$ cat config.mk
export PLATFORM = sky130hd
export DESIGN_NAME = shell_line_tokenizer
export DESIGN_NICKNAME = d
export VERILOG_FILES = /design/src/slt_pkg.sv /design/src/slt_lex.sv /design/src/slt_out_fifo.sv /design/src/shell_line_tokenizer.sv
export SDC_FILE = /design/constraint.sdc
export NUM_CORES = 1
export LEC_CHECK = 0
export ABC_AREA = 1
export BUFFER_PORTS_ARGS = -buffer_cell sky130_fd_sc_hd__buf_2
export CAP_MARGIN = 20
export CORE_ASPECT_RATIO = 1.4
export CORE_MARGIN = 3
export CORE_UTILIZATION = 30
export CTS_CLUSTER_DIAMETER = 100
export DETAILED_ROUTE_END_ITERATION = 8
export PLACE_DENSITY = 0.44
export SLEW_MARGIN = 40
export SYNTH_ARGS = -nofsm -noshare
export SYNTH_HDL_FRONTEND = slang
export SYNTH_HIERARCHICAL = 1
export SYNTH_SLANG_ARGS = --single-unit
$ cat constraint.sdc
create_clock -name clk -period 8.32 [get_ports clk]
set_input_delay 1.664 -clock clk [delete_from_list [all_inputs] [get_ports clk]]
set_output_delay 1.664 -clock clk [all_outputs]
set_load 0.005 [all_outputs]
$ cat src/slt_pkg.sv
// ----------------------------------------------------------------------------
// slt_pkg
// Shared types, character codes and the per-byte lexer step of the shell
// line tokenizer.
// ----------------------------------------------------------------------------
`default_nettype none

package slt_pkg;

  // Character codes the lexer reacts to
  localparam logic [7:0] CH_LT     = 8'h3C;  // '<'
  localparam logic [7:0] CH_GT     = 8'h3E;  // '>'
  localparam logic [7:0] CH_PIPE   = 8'h7C;  // '|'
  localparam logic [7:0] CH_SEMI   = 8'h3B;  // ';'
  localparam logic [7:0] CH_LPAREN = 8'h28;  // '('
  localparam logic [7:0] CH_RPAREN = 8'h29;  // ')'
  localparam logic [7:0] CH_BSLASH = 8'h5C;  // '\'
  localparam logic [7:0] CH_SQUOTE = 8'h27;  // single quote
  localparam logic [7:0] CH_DQUOTE = 8'h22;  // double quote
  localparam logic [7:0] CH_SPACE  = 8'h20;
  localparam logic [7:0] CH_TAB    = 8'h09;
  localparam logic [7:0] CH_NL     = 8'h0A;
  localparam logic [7:0] CH_NUL    = 8'h00;

  // Quote mode codes (code 3 behaves as double)
  localparam logic [1:0] QM_NONE   = 2'd0;
  localparam logic [1:0] QM_SINGLE = 2'd1;
  localparam logic [1:0] QM_DOUBLE = 2'd2;

  // Held redirect codes (code 3 behaves as '>')
  localparam logic [1:0] HELD_NONE = 2'd0;
  localparam logic [1:0] HELD_LT   = 2'd1;
  localparam logic [1:0] HELD_GT   = 2'd2;

  // Input op codes
  localparam logic OP_BYTE = 1'b0;
  localparam logic OP_EOL  = 1'b1;

  // Result queue depth
  localparam int unsigned QDEPTH = 4;
  localparam int unsigned QPTR_W = $clog2(QDEPTH);
  localparam int unsigned QCNT_W = $clog2(QDEPTH + 1);

  typedef struct packed {
    logic [1:0] quote_mode;
    logic       word_open;
    logic       escape_next;
    logic [1:0] held_redirect;
  } lex_state_t;

  localparam lex_state_t LEX_RESET = '{
    quote_mode:    QM_NONE,
    word_open:     1'b0,
    escape_next:   1'b0,
    held_redirect: HELD_NONE
  };

  typedef struct packed {
    logic [7:0] char_out;
    logic       has_char;
    logic       token_end;
    logic       line_end;
    logic       error;
  } token_t;

  // Up to two tokens pushed into the result queue per item
  typedef struct packed {
    logic [1:0]      count;
    token_t [1:0]    tok;
  } token_push_t;

  typedef struct packed {
    lex_state_t  state;
    token_push_t push;
  } lex_result_t;

  function automatic token_t mk_token(logic [7:0] ch, logic has, logic te,
                                      logic le, logic er);
    token_t t;
    t.char_out  = ch;
    t.has_char  = has;
    t.token_end = te;
    t.line_end  = le;
    t.error     = er;
    return t;
  endfunction

  // One lexer step: next state and the tokens caused by one item
  function automatic lex_result_t lex_next(lex_state_t s, logic op, logic [7:0] c);
    lex_result_t r;
    logic [7:0]  hc;
    logic        done;
    r.state      = s;
    r.push.count = 2'd0;
    r.push.tok   = '0;
    done         = 1'b0;
    hc = (s.held_redirect == HELD_LT) ? CH_LT : CH_GT;

    if (op == OP_EOL) begin
      // flush held operator or open word, then close the line
      if (s.held_redirect != HELD_NONE) begin
        r.push.tok[0] = mk_token(hc, 1'b1, 1'b1, 1'b0, 1'b0);
        r.push.count  = 2'd1;
      end else if (s.word_open) begin
        r.push.tok[0] = mk_token(CH_NUL, 1'b0, 1'b1, 1'b0, 1'b0);
        r.push.count  = 2'd1;
      end
      r.push.tok[r.push.count[0]] = mk_token(CH_NUL, 1'b0, 1'b0, 1'b1,
                                             s.quote_mode != QM_NONE);
      r.push.count = r.push.count + 2'd1;
      r.state      = LEX_RESET;
    end else if (c != CH_NUL) begin
      if (s.escape_next) begin
        // literal byte after backslash
        r.state.escape_next = 1'b0;
        r.push.tok[0]       = mk_token(c, 1'b1, 1'b0, 1'b0, 1'b0);
        r.push.count        = 2'd1;
        r.state.word_open   = 1'b1;
        done                = 1'b1;
      end else if (s.held_redirect != HELD_NONE) begin
        r.state.held_redirect = HELD_NONE;
        if (c == hc) begin
          // doubled operator
          r.push.tok[0] = mk_token(hc, 1'b1, 1'b0, 1'b0, 1'b0);
          r.push.tok[1] = mk_token(hc, 1'b1, 1'b1, 1'b0, 1'b0);
          r.push.count  = 2'd2;
          done          = 1'b1;
        end else begin
          r.push.tok[0] = mk_token(hc, 1'b1, 1'b1, 1'b0, 1'b0);
          r.push.count  = 2'd1;
        end
      end

      if (!done) begin
        if (r.state.quote_mode == QM_NONE) begin
          if (c == CH_SPACE || c == CH_TAB || c == CH_NL ||
              c == CH_LT || c == CH_GT || c == CH_PIPE || c == CH_SEMI ||
              c == CH_LPAREN || c == CH_RPAREN) begin
            // delimiter: close any open word first
            if (r.state.word_open) begin
              r.push.tok[r.push.count[0]] = mk_token(CH_NUL, 1'b0, 1'b1,
                                                     1'b0, 1'b0);
              r.push.count      = r.push.count + 2'd1;
              r.state.word_open = 1'b0;
            end
            if (c == CH_LT || c == CH_GT) begin
              r.state.held_redirect = (c == CH_LT) ? HELD_LT : HELD_GT;
            end else if (c == CH_PIPE || c == CH_SEMI ||
                         c == CH_LPAREN || c == CH_RPAREN) begin
              r.push.tok[r.push.count[0]] = mk_token(c, 1'b1, 1'b1, 1'b0, 1'b0);
              r.push.count = r.push.count + 2'd1;
            end
          end else begin
            r.push.tok[r.push.count[0]] = mk_token(c, 1'b1, 1'b0, 1'b0, 1'b0);
            r.push.count      = r.push.count + 2'd1;
            r.state.word_open = 1'b1;
            if (c == CH_BSLASH) begin
              r.state.escape_next = 1'b1;
            end else if (c == CH_SQUOTE) begin
              r.state.quote_mode = QM_SINGLE;
            end else if (c == CH_DQUOTE) begin
              r.state.quote_mode = QM_DOUBLE;
            end
          end
        end else if (r.state.quote_mode == QM_SINGLE) begin
          r.push.tok[r.push.count[0]] = mk_token(c, 1'b1, 1'b0, 1'b0, 1'b0);
          r.push.count      = r.push.count + 2'd1;
          r.state.word_open = 1'b1;
          if (c == CH_SQUOTE) begin
            r.state.quote_mode = QM_NONE;
          end
        end else begin
          r.push.tok[r.push.count[0]] = mk_token(c, 1'b1, 1'b0, 1'b0, 1'b0);
          r.push.count      = r.push.count + 2'd1;
          r.state.word_open = 1'b1;
          if (c == CH_BSLASH) begin
            r.state.escape_next = 1'b1;
          end else if (c == CH_DQUOTE) begin
            r.state.quote_mode = QM_NONE;
          end
        end
      end
    end
    return r;
  endfunction

endpackage

`default_nettype wire

$ cat src/slt_lex.sv
// ----------------------------------------------------------------------------
// slt_lex
// Input register, lexer state and the per-byte step that turns one
// registered item into zero, one or two tokens.
// ----------------------------------------------------------------------------
`default_nettype none

module slt_lex (
  input  wire logic                 clk,
  input  wire logic                 rst,
  input  wire logic                 in_valid,
  output logic                      in_ready,
  input  wire logic                 in_op,
  input  wire logic [7:0]           in_char,
  input  wire logic                 space,
  output slt_pkg::token_push_t      push
);

  logic                  item_valid;
  logic                  item_op;
  logic [7:0]            item_char;
  slt_pkg::lex_state_t   state;
  slt_pkg::lex_result_t  step;
  logic                  take_item;

  // item is consumed once the queue has room for two tokens
  assign take_item = item_valid && space;
  assign in_ready  = !item_valid || take_item;

  assign step = slt_pkg::lex_next(state, item_op, item_char);

  always_comb begin
    push = step.push;
    if (!take_item) begin
      push.count = 2'd0;
    end
  end

  // input register
  always_ff @(posedge clk) begin
    if (rst) begin
      item_valid <= 1'b0;
    end else if (in_ready) begin
      item_valid <= in_valid;
    end
    if (in_ready && in_valid) begin
      item_op   <= in_op;
      item_char <= in_char;
    end
  end

  // lexer state
  always_ff @(posedge clk) begin
    if (rst) begin
      state <= slt_pkg::LEX_RESET;
    end else if (take_item) begin
      state <= step.state;
    end
  end

`ifndef SYNTHESIS
  // line end always returns the lexer to its reset state
  a_eol_reset: assert property (@(posedge clk) disable iff (rst)
    take_item && item_op == slt_pkg::OP_EOL |=> state == slt_pkg::LEX_RESET)
    else $error("lexer state not cleared after line end");

  // an escape pending means the backslash opened or extended a word
  a_escape_word: assert property (@(posedge clk) disable iff (rst)
    state.escape_next |-> state.word_open)
    else $error("escape pending without open word");

  // a held redirect is only taken with no word open
  a_held_closed: assert property (@(posedge clk) disable iff (rst)
    state.held_redirect != slt_pkg::HELD_NONE |-> !state.word_open &&
      !state.escape_next && state.quote_mode == slt_pkg::QM_NONE)
    else $error("held redirect with open word or quote");
`endif

endmodule

`default_nettype wire

$ cat src/slt_out_fifo.sv
// ----------------------------------------------------------------------------
// slt_out_fifo
// Small result queue: takes up to two tokens per cycle from the lexer and
// hands one token per transfer to the output side.
// ----------------------------------------------------------------------------
`default_nettype none

module slt_out_fifo (
  input  wire logic                 clk,
  input  wire logic                 rst,
  input  wire slt_pkg::token_push_t push,
  output logic                      space,
  output logic                      out_valid,
  input  wire logic                 out_ready,
  output slt_pkg::token_t           out_tok
);

  slt_pkg::token_t                    mem [slt_pkg::QDEPTH];
  logic [slt_pkg::QPTR_W-1:0]         wr_ptr;
  logic [slt_pkg::QPTR_W-1:0]         rd_ptr;
  logic [slt_pkg::QCNT_W-1:0]         count;
  logic [slt_pkg::QCNT_W-1:0]         count_next;
  logic                               pop;

  // room for a full two-token push
  assign space     = count <= slt_pkg::QCNT_W'(slt_pkg::QDEPTH - 2);
  assign out_valid = count != '0;
  assign pop       = out_valid && out_ready;
  assign out_tok   = mem[rd_ptr];

  assign count_next = count + slt_pkg::QCNT_W'(push.count)
                    - slt_pkg::QCNT_W'(pop);

  // token storage
  always_ff @(posedge clk) begin
    if (push.count != 2'd0) begin
      mem[wr_ptr] <= push.tok[0];
    end
    if (push.count == 2'd2) begin
      mem[wr_ptr + slt_pkg::QPTR_W'(1)] <= push.tok[1];
    end
  end

  // pointers and fill count
  always_ff @(posedge clk) begin
    if (rst) begin
      wr_ptr <= '0;
      rd_ptr <= '0;
      count  <= '0;
    end else begin
      wr_ptr <= wr_ptr + slt_pkg::QPTR_W'(push.count);
      if (pop) begin
        rd_ptr <= rd_ptr + slt_pkg::QPTR_W'(1);
      end
      count <= count_next;
    end
  end

`ifndef SYNTHESIS
  a_no_overflow: assert property (@(posedge clk) disable iff (rst)
    count <= slt_pkg::QCNT_W'(slt_pkg::QDEPTH))
    else $error("result queue overflow");

  a_push_room: assert property (@(posedge clk) disable iff (rst)
    push.count != 2'd0 |-> space)
    else $error("push without room in result queue");

  a_count_track: assert property (@(posedge clk) disable iff (rst)
    push.count == 2'd0 && !pop |=> count == $past(count))
    else $error("fill count moved without push or pop");
`endif

endmodule

`default_nettype wire

$ cat src/shell_line_tokenizer.sv
// ----------------------------------------------------------------------------
// shell_line_tokenizer
// Streaming lexer for shell command lines: bytes in, token stream out.
// ----------------------------------------------------------------------------
// One item is accepted per cycle on the slave side while the queue has room
// for two tokens. Each item sits in the input register, where the lexer step
// runs, and its tokens (none for a zero byte or a delimiter with no word to
// close, one for most bytes, two for a doubled or flushed redirect and for an
// operator or line end that closes a word) go into a four-entry result queue.
// The master side drains one token per cycle while m_tready is high, so the
// sustained input rate is one item per cycle while items give at most one
// token each, and follows the output rate otherwise. m_tlast marks the
// line-end token; an error flag on it means a quote left open, a bad line.
// ----------------------------------------------------------------------------
`default_nettype none

module shell_line_tokenizer (
  input  wire logic       clk,
  input  wire logic       rst,
  input  wire logic       s_tvalid,
  output logic            s_tready,
  input  wire logic [7:0] s_tdata,   // [7:0] char_in
  input  wire logic       s_tuser,   // [0] op
  output logic            m_tvalid,
  input  wire logic       m_tready,
  output logic [7:0]      m_tdata,   // [7:0] char_out
  output logic [2:0]      m_tuser,   // [0] has_char, [1] token_end, [2] error
  output logic            m_tlast    // line_end
);

  slt_pkg::token_push_t push;
  slt_pkg::token_t      out_tok;
  logic                 space;

  slt_lex u_lex (
    .clk      (clk),
    .rst      (rst),
    .in_valid (s_tvalid),
    .in_ready (s_tready),
    .in_op    (s_tuser),
    .in_char  (s_tdata),
    .space    (space),
    .push     (push)
  );

  slt_out_fifo u_fifo (
    .clk       (clk),
    .rst       (rst),
    .push      (push),
    .space     (space),
    .out_valid (m_tvalid),
    .out_ready (m_tready),
    .out_tok   (out_tok)
  );

  // output field mapping
  assign m_tdata = out_tok.char_out;
  assign m_tuser = {out_tok.error, out_tok.token_end, out_tok.has_char};
  assign m_tlast = out_tok.line_end;

endmodule

`default_nettype wire

# [Word-level counts from Yosys, hierarchy flattened]
# Memory sizes are Yosys's and may differ from the RTL's. A register that Yosys moved wholly into a read port is not among the register bits.
# Cells that the tools add are included.
[totals] reg_bits=23 latchBits=0 ram_bits=48 rom_bits=0 inputBits=13 output_inout_bits=14 word_cells=156 n_memories=1
[classes] add_sub_neg=8 n_mul=0 div=0 n_lt_le_gt_ge=7 eq_ne=22 shift=0 muxes=75 bitwise=3 reduce_logical=30
[mem_list] memory="u_fifo.mem" depth=4 word_bits=12 read_ports=1 rd_clocked_by_memory_dff=1 wr=2 line="slt_out_fifo.sv:18" rtl="slt_pkg::token_t mem [slt_pkg::QDEPTH];"
[ops] operator="$mux W26" n=10
[ops] operator="$mux W12" n=10
[ops] operator="$mux W32" n=3
[ops] operator="$bwmux W24" n=3
[ops] operator="$eq A8 B6 Y1 const B" n=8
[ops] operator="$mux W2" n=25
[ops] operator="$demux W12 S1" n=3
[ops] operator="$mux W28" n=1
[ops] operator="$and A22 B22 Y22" n=1
[ops] operator="$not A22 Y22" n=1
[ops] operator="$mux W10" n=2
[ops] operator="$eq A8 B4 Y1 const B" n=2
[ops] operator="$eq A8 B7 Y1 const B" n=2
[ops] operator="$mux W1" n=14
[ops] operator="$logic_or A1 B1 Y1" n=13
[ops] operator="$add A2 B1 Y2 const B" n=5
[ops] operator="$mux W3" n=3
[ops] operator="$reduce_and A9 Y1" n=1
[ops] operator="$eq A8 B6 Y1" n=1
[ops] operator="$reduce_bool A2 Y1" n=4
[ops] operator="$reduce_bool A8 Y1" n=1
[ops] operator="$logic_and A1 B1 Y1" n=6
[ops] operator="$lt A1 B2 Y1 const B" n=3
[ops] operator="$ne A3 B2 Y1 const B" n=2
[ops] operator="other kinds (18)" n=21

# [Longest topological paths before layout]
[logic_depth] ltp_word=36 depth_mapped=19 mapped_depth_nobuf=19

# [Hierarchy]
# Netlist, hierarchy kept.
[modules_own_cells] mod="slt_out_fifo" n_inst=1 cells_per_inst=300 area_per_inst_um2=3000.4 seq_area_each_um2=1621.6
[modules_own_cells] mod="slt_lex" n_inst=1 cells_per_inst=291 area_per_inst_um2=1865.5 seq_area_each_um2=410.4

# [Worst setup path after synthesis]
# Ideal clock, no wire load.
[synth_path] path_type="register to register" startpoint="reg u_lex.item_char[7]" endpoint="mem u_fifo/mem[0][0] (netlist bit) (enable)" setup_ns=0.400 arrival_ns=2.991 required_ns=7.920 slack_ns=4.929 stages_incl_launch_ff=14 path_buffers=0 period_less_slack_ns=3.391 cell_sequence="edfxtp_1 -> nor2_1 -> nand3_1 -> nor2_1 -> nor2_2 -> nand2_4 -> nand2_8 -> inv_6 -> nand3_1 -> nand2_1 -> nand2_1 -> a21oi_1 -> nor2_1 -> o31ai_1"
[synth_rtl] element="start: declaration" line="slt_lex.sv:21" rtl="logic [7:0] item_char;"
[synth_rtl] element="start signal: assignment" line="slt_lex.sv:48" rtl="item_char <= in_char;"
[synth_rtl] element="end: declaration" line="slt_out_fifo.sv:18"

==> metrics.cfg <==
[logic_synthesis]
synth_cell_types=44
syn_inst=591
synth-edff-count=57
syn-cell-area_um2=4870
yosys.area_share.simple_pct=26.2
synth.net_count=609
synth_ff_type=edfxtp_1
synth_mux_area_share_pct=0
synth_warnings=6
ys_ff_latch=73
synth_top_family_by_area=simple AND/OR/NAND/NOR gates
synthXorXnorAreaFrac_pct=0.334
synth_fa_ha_area_share_pct=1.44
synth-compound-area-share_pct=18.7
ys_seq_area_share_pct=41.8
synthArstFlopShare_pct=0
avgSynthCellArea_um2=8.23

[clock_network]
path_clk_slew_ps=60
cts_buffers=9
cts_resized=0
cts_hold_buf=0
tritoncts=yes
cts_setup_buffers=0
clock-sinks=73
clock_latency_ps=340
htreeDepth=3
clockBufferDepth=2
root_buffer=clkbuf_16

[setup_path]
worstPathMaxFanout=12
cp_common_cell=nor2_1
slowest_delay_ps=690
crit_path_start_kind=register
critical_path_required_ps=8280
critPathKind=register to register
end_kind=register
critical_path_arrival_ps=3580
worst_path_max_delay_cell=o31ai_4
r2r_setup_slack_ps=4700
crit_chain=nor2_1 > nand2_1 > nor2_1 > nor2_1 > nand2_1 > inv_1 > nand2_1 > a21oi_1 > nor2_1 > o31ai_4
reg2reg_depth=10

[floorplanning]
coreArea_um2=15700
rows=54
initial_core_util_pct=30.9
die_h_um=157
dieArea_um2=17800
die_w_um=114
ioPinCount=27

[pwr]
p_leak_uw=0.00209
p_sw_share_pct=31.2
power_frac_seq_pct=37.8
power_density_nw_per_um2=239
comb_power_share_pct=24.2
clock_power_share_pct=38.0
total_power_uw=1280
internal-power_uw=881
p_switching_uw=399
ir_drop_mv=0.108

[cells_and_area]
final_common_cell=nand2_1
mostFrequentLayoutCells=nand2_1, nor2_1, edfxtp_1
area_growth_syn_to_layout_pct=9.98
nNetsFinal=607
drive_above_1_share_pct=22.6
nFillCells=1622
antenna_cells=0

[route]
drt_iter0_markers=185
drt-pass1-iter-count=5
routed_via_density=4.87
ant_nets=0
routed_wl_mm=12.6
wl_per_cell_um=16.0
drc=0
routed-via-count=3846

[timing]
slew_headroom_pct=48.5
fin_hold_ws_ps=503
timing.fmax_mhz=276
tightest_slew_ps=772
hold_viol=0
finalSetupTns_ps=0
fin_skew_ps=10.7
setup_viol=0
period_minus_slack_ps=3620
maxSlewViolCount=0
rsz0062_at_grt=no
layout_worst_path_cycle_share_pct=43.5

[grt]
grt_pass1_wl_mm=20.6
grt-ovfl-total=0
antenna_found_initial=0
grt_max_degree=26
track_usage_pct=14.9
first_global_vias=3832

[job]
drv_cap=0

[run_status]
outcome=finished clean

[hold_path]
holdPathStages=2
hold_path_class=register to register

[placed_design]
dp_hpwl_mm=9.70
gp_congestion=0.882
portBuffers=26

==> synth_stat cells (2+ instances only) <==
| master | number | area [um2] |
|---|---|---|
| nand2_8 | 2 | 40.0 |
| o31ai_1 | 6 | 45.0 |
| ha_1 | 4 | 50.1 |
| a21oi_2 | 2 | 17.5 |
| edfxtp_1 | 57 | 1710 |
| clkbuf_1 | 6 | 22.5 |
| o22ai_1 | 12 | 75.1 |
| buf_2 | 2 | 10.0 |
| nand4_1 | 5 | 31.3 |
| dfxtp_1 | 16 | 320 |
| nand2_2 | 16 | 100 |
| nor2_4 | 4 | 45.0 |
| nand2_4 | 2 | 22.5 |
| nor2_1 | 75 | 282 |
| nor2_2 | 3 | 18.8 |
| nand3_4 | 4 | 70.1 |
| inv_2 | 6 | 22.5 |
| o21ai_2 | 37 | 324 |
| buf_4 | 25 | 188 |
| o21ai_1 | 20 | 100 |
| nand3_1 | 23 | 115 |
| o21ai_0 | 32 | 160 |
| buf_6 | 7 | 78.8 |
| a21oi_1 | 23 | 115 |
| nor3_1 | 4 | 20.0 |
| inv_1 | 55 | 206 |
| nand2_1 | 125 | 469 |
| o211ai_1 | 2 | 15.0 |
==> cell families after synthesis <==
group	count (synthesis)
xor+xnor	1
flops	73
buf+inv	105
fa+ha+maj	5
simple gates	268
compound gates	139
==> per-stage QoR <==
stage	cells	util, %	area (um2)	setup slack, ps
floorplan	591	-	4870	4930
global placement	774	31.5	4960	4540
detailed placement	774	31.7	4980	4560
CTS	790	34.0	5350	4190
global route	790	34.0	5350	4420
finish	790	34.0	5350	4700
==> critical path: cells and delay by family (launching register included) <==
family                 cells  cell delay (ps)
AO/OA/AOI/OAI              2             1180
flip-flops                 1              600
buffers and inverters      1               80
AND/OR/NAND/NOR            7             1380
==> power groups by stage <==
stage | Clock, uW | Combinational, uW | Sequential [uW]
after floorplan | 0 | 242 | 471
after CTS | 500 | 317 | 486
after global routing | 515 | 356 | 493
after detailed placement | 0 | 316 | 494
final | 486 | 310 | 484
after global placement | 0 | 309 | 493
==> final timing paths <==
kind / end / start
setup / recovery: u_fifo/mem[3][2] / u_lex/item_char[1]
setup reg to reg: u_fifo/mem[3][2] / u_lex/item_char[1]
hold reg to reg: register / u_fifo/rd_ptr[0]
hold / removal: register / u_fifo/rd_ptr[0]
==> state kept, by name, indices dropped and copies added, names as in the netlist, named ones only <==
name,flops
u_lex/item_char,8
u_lex/state,6
u_lex/item_valid,1
u_fifo/count,3
u_fifo/mem,48
u_fifo/rd_ptr,2
u_lex/item_op,1
u_fifo/wr_ptr,2
==> final cells by class <==
cell class              instances  area (um2)  share of cell area [%]
well taps                     196         245                    4.58
clock buffers                  10         229                    4.28
flip-flops and latches         73        2030                    38.0
repair buffers                 28         145                    2.71
multi-input cells             413        2310                    43.2
inverters                      64         248                    4.63
clock inverters                 6         138                    2.57
==> per-layer routing <==
layer / vias up / track usage (%) / part of all wire [%]
li1: 1965 / - / -
met5: - / 0 / 0
met4: 0 / 6.01 / 2.5
met2: 71 / 27.2 / 53
met3: 19 / 2.24 / 3.1
met1: 1791 / 17.3 / 42
Note: power is estimated with default switching activity, not from simulation.
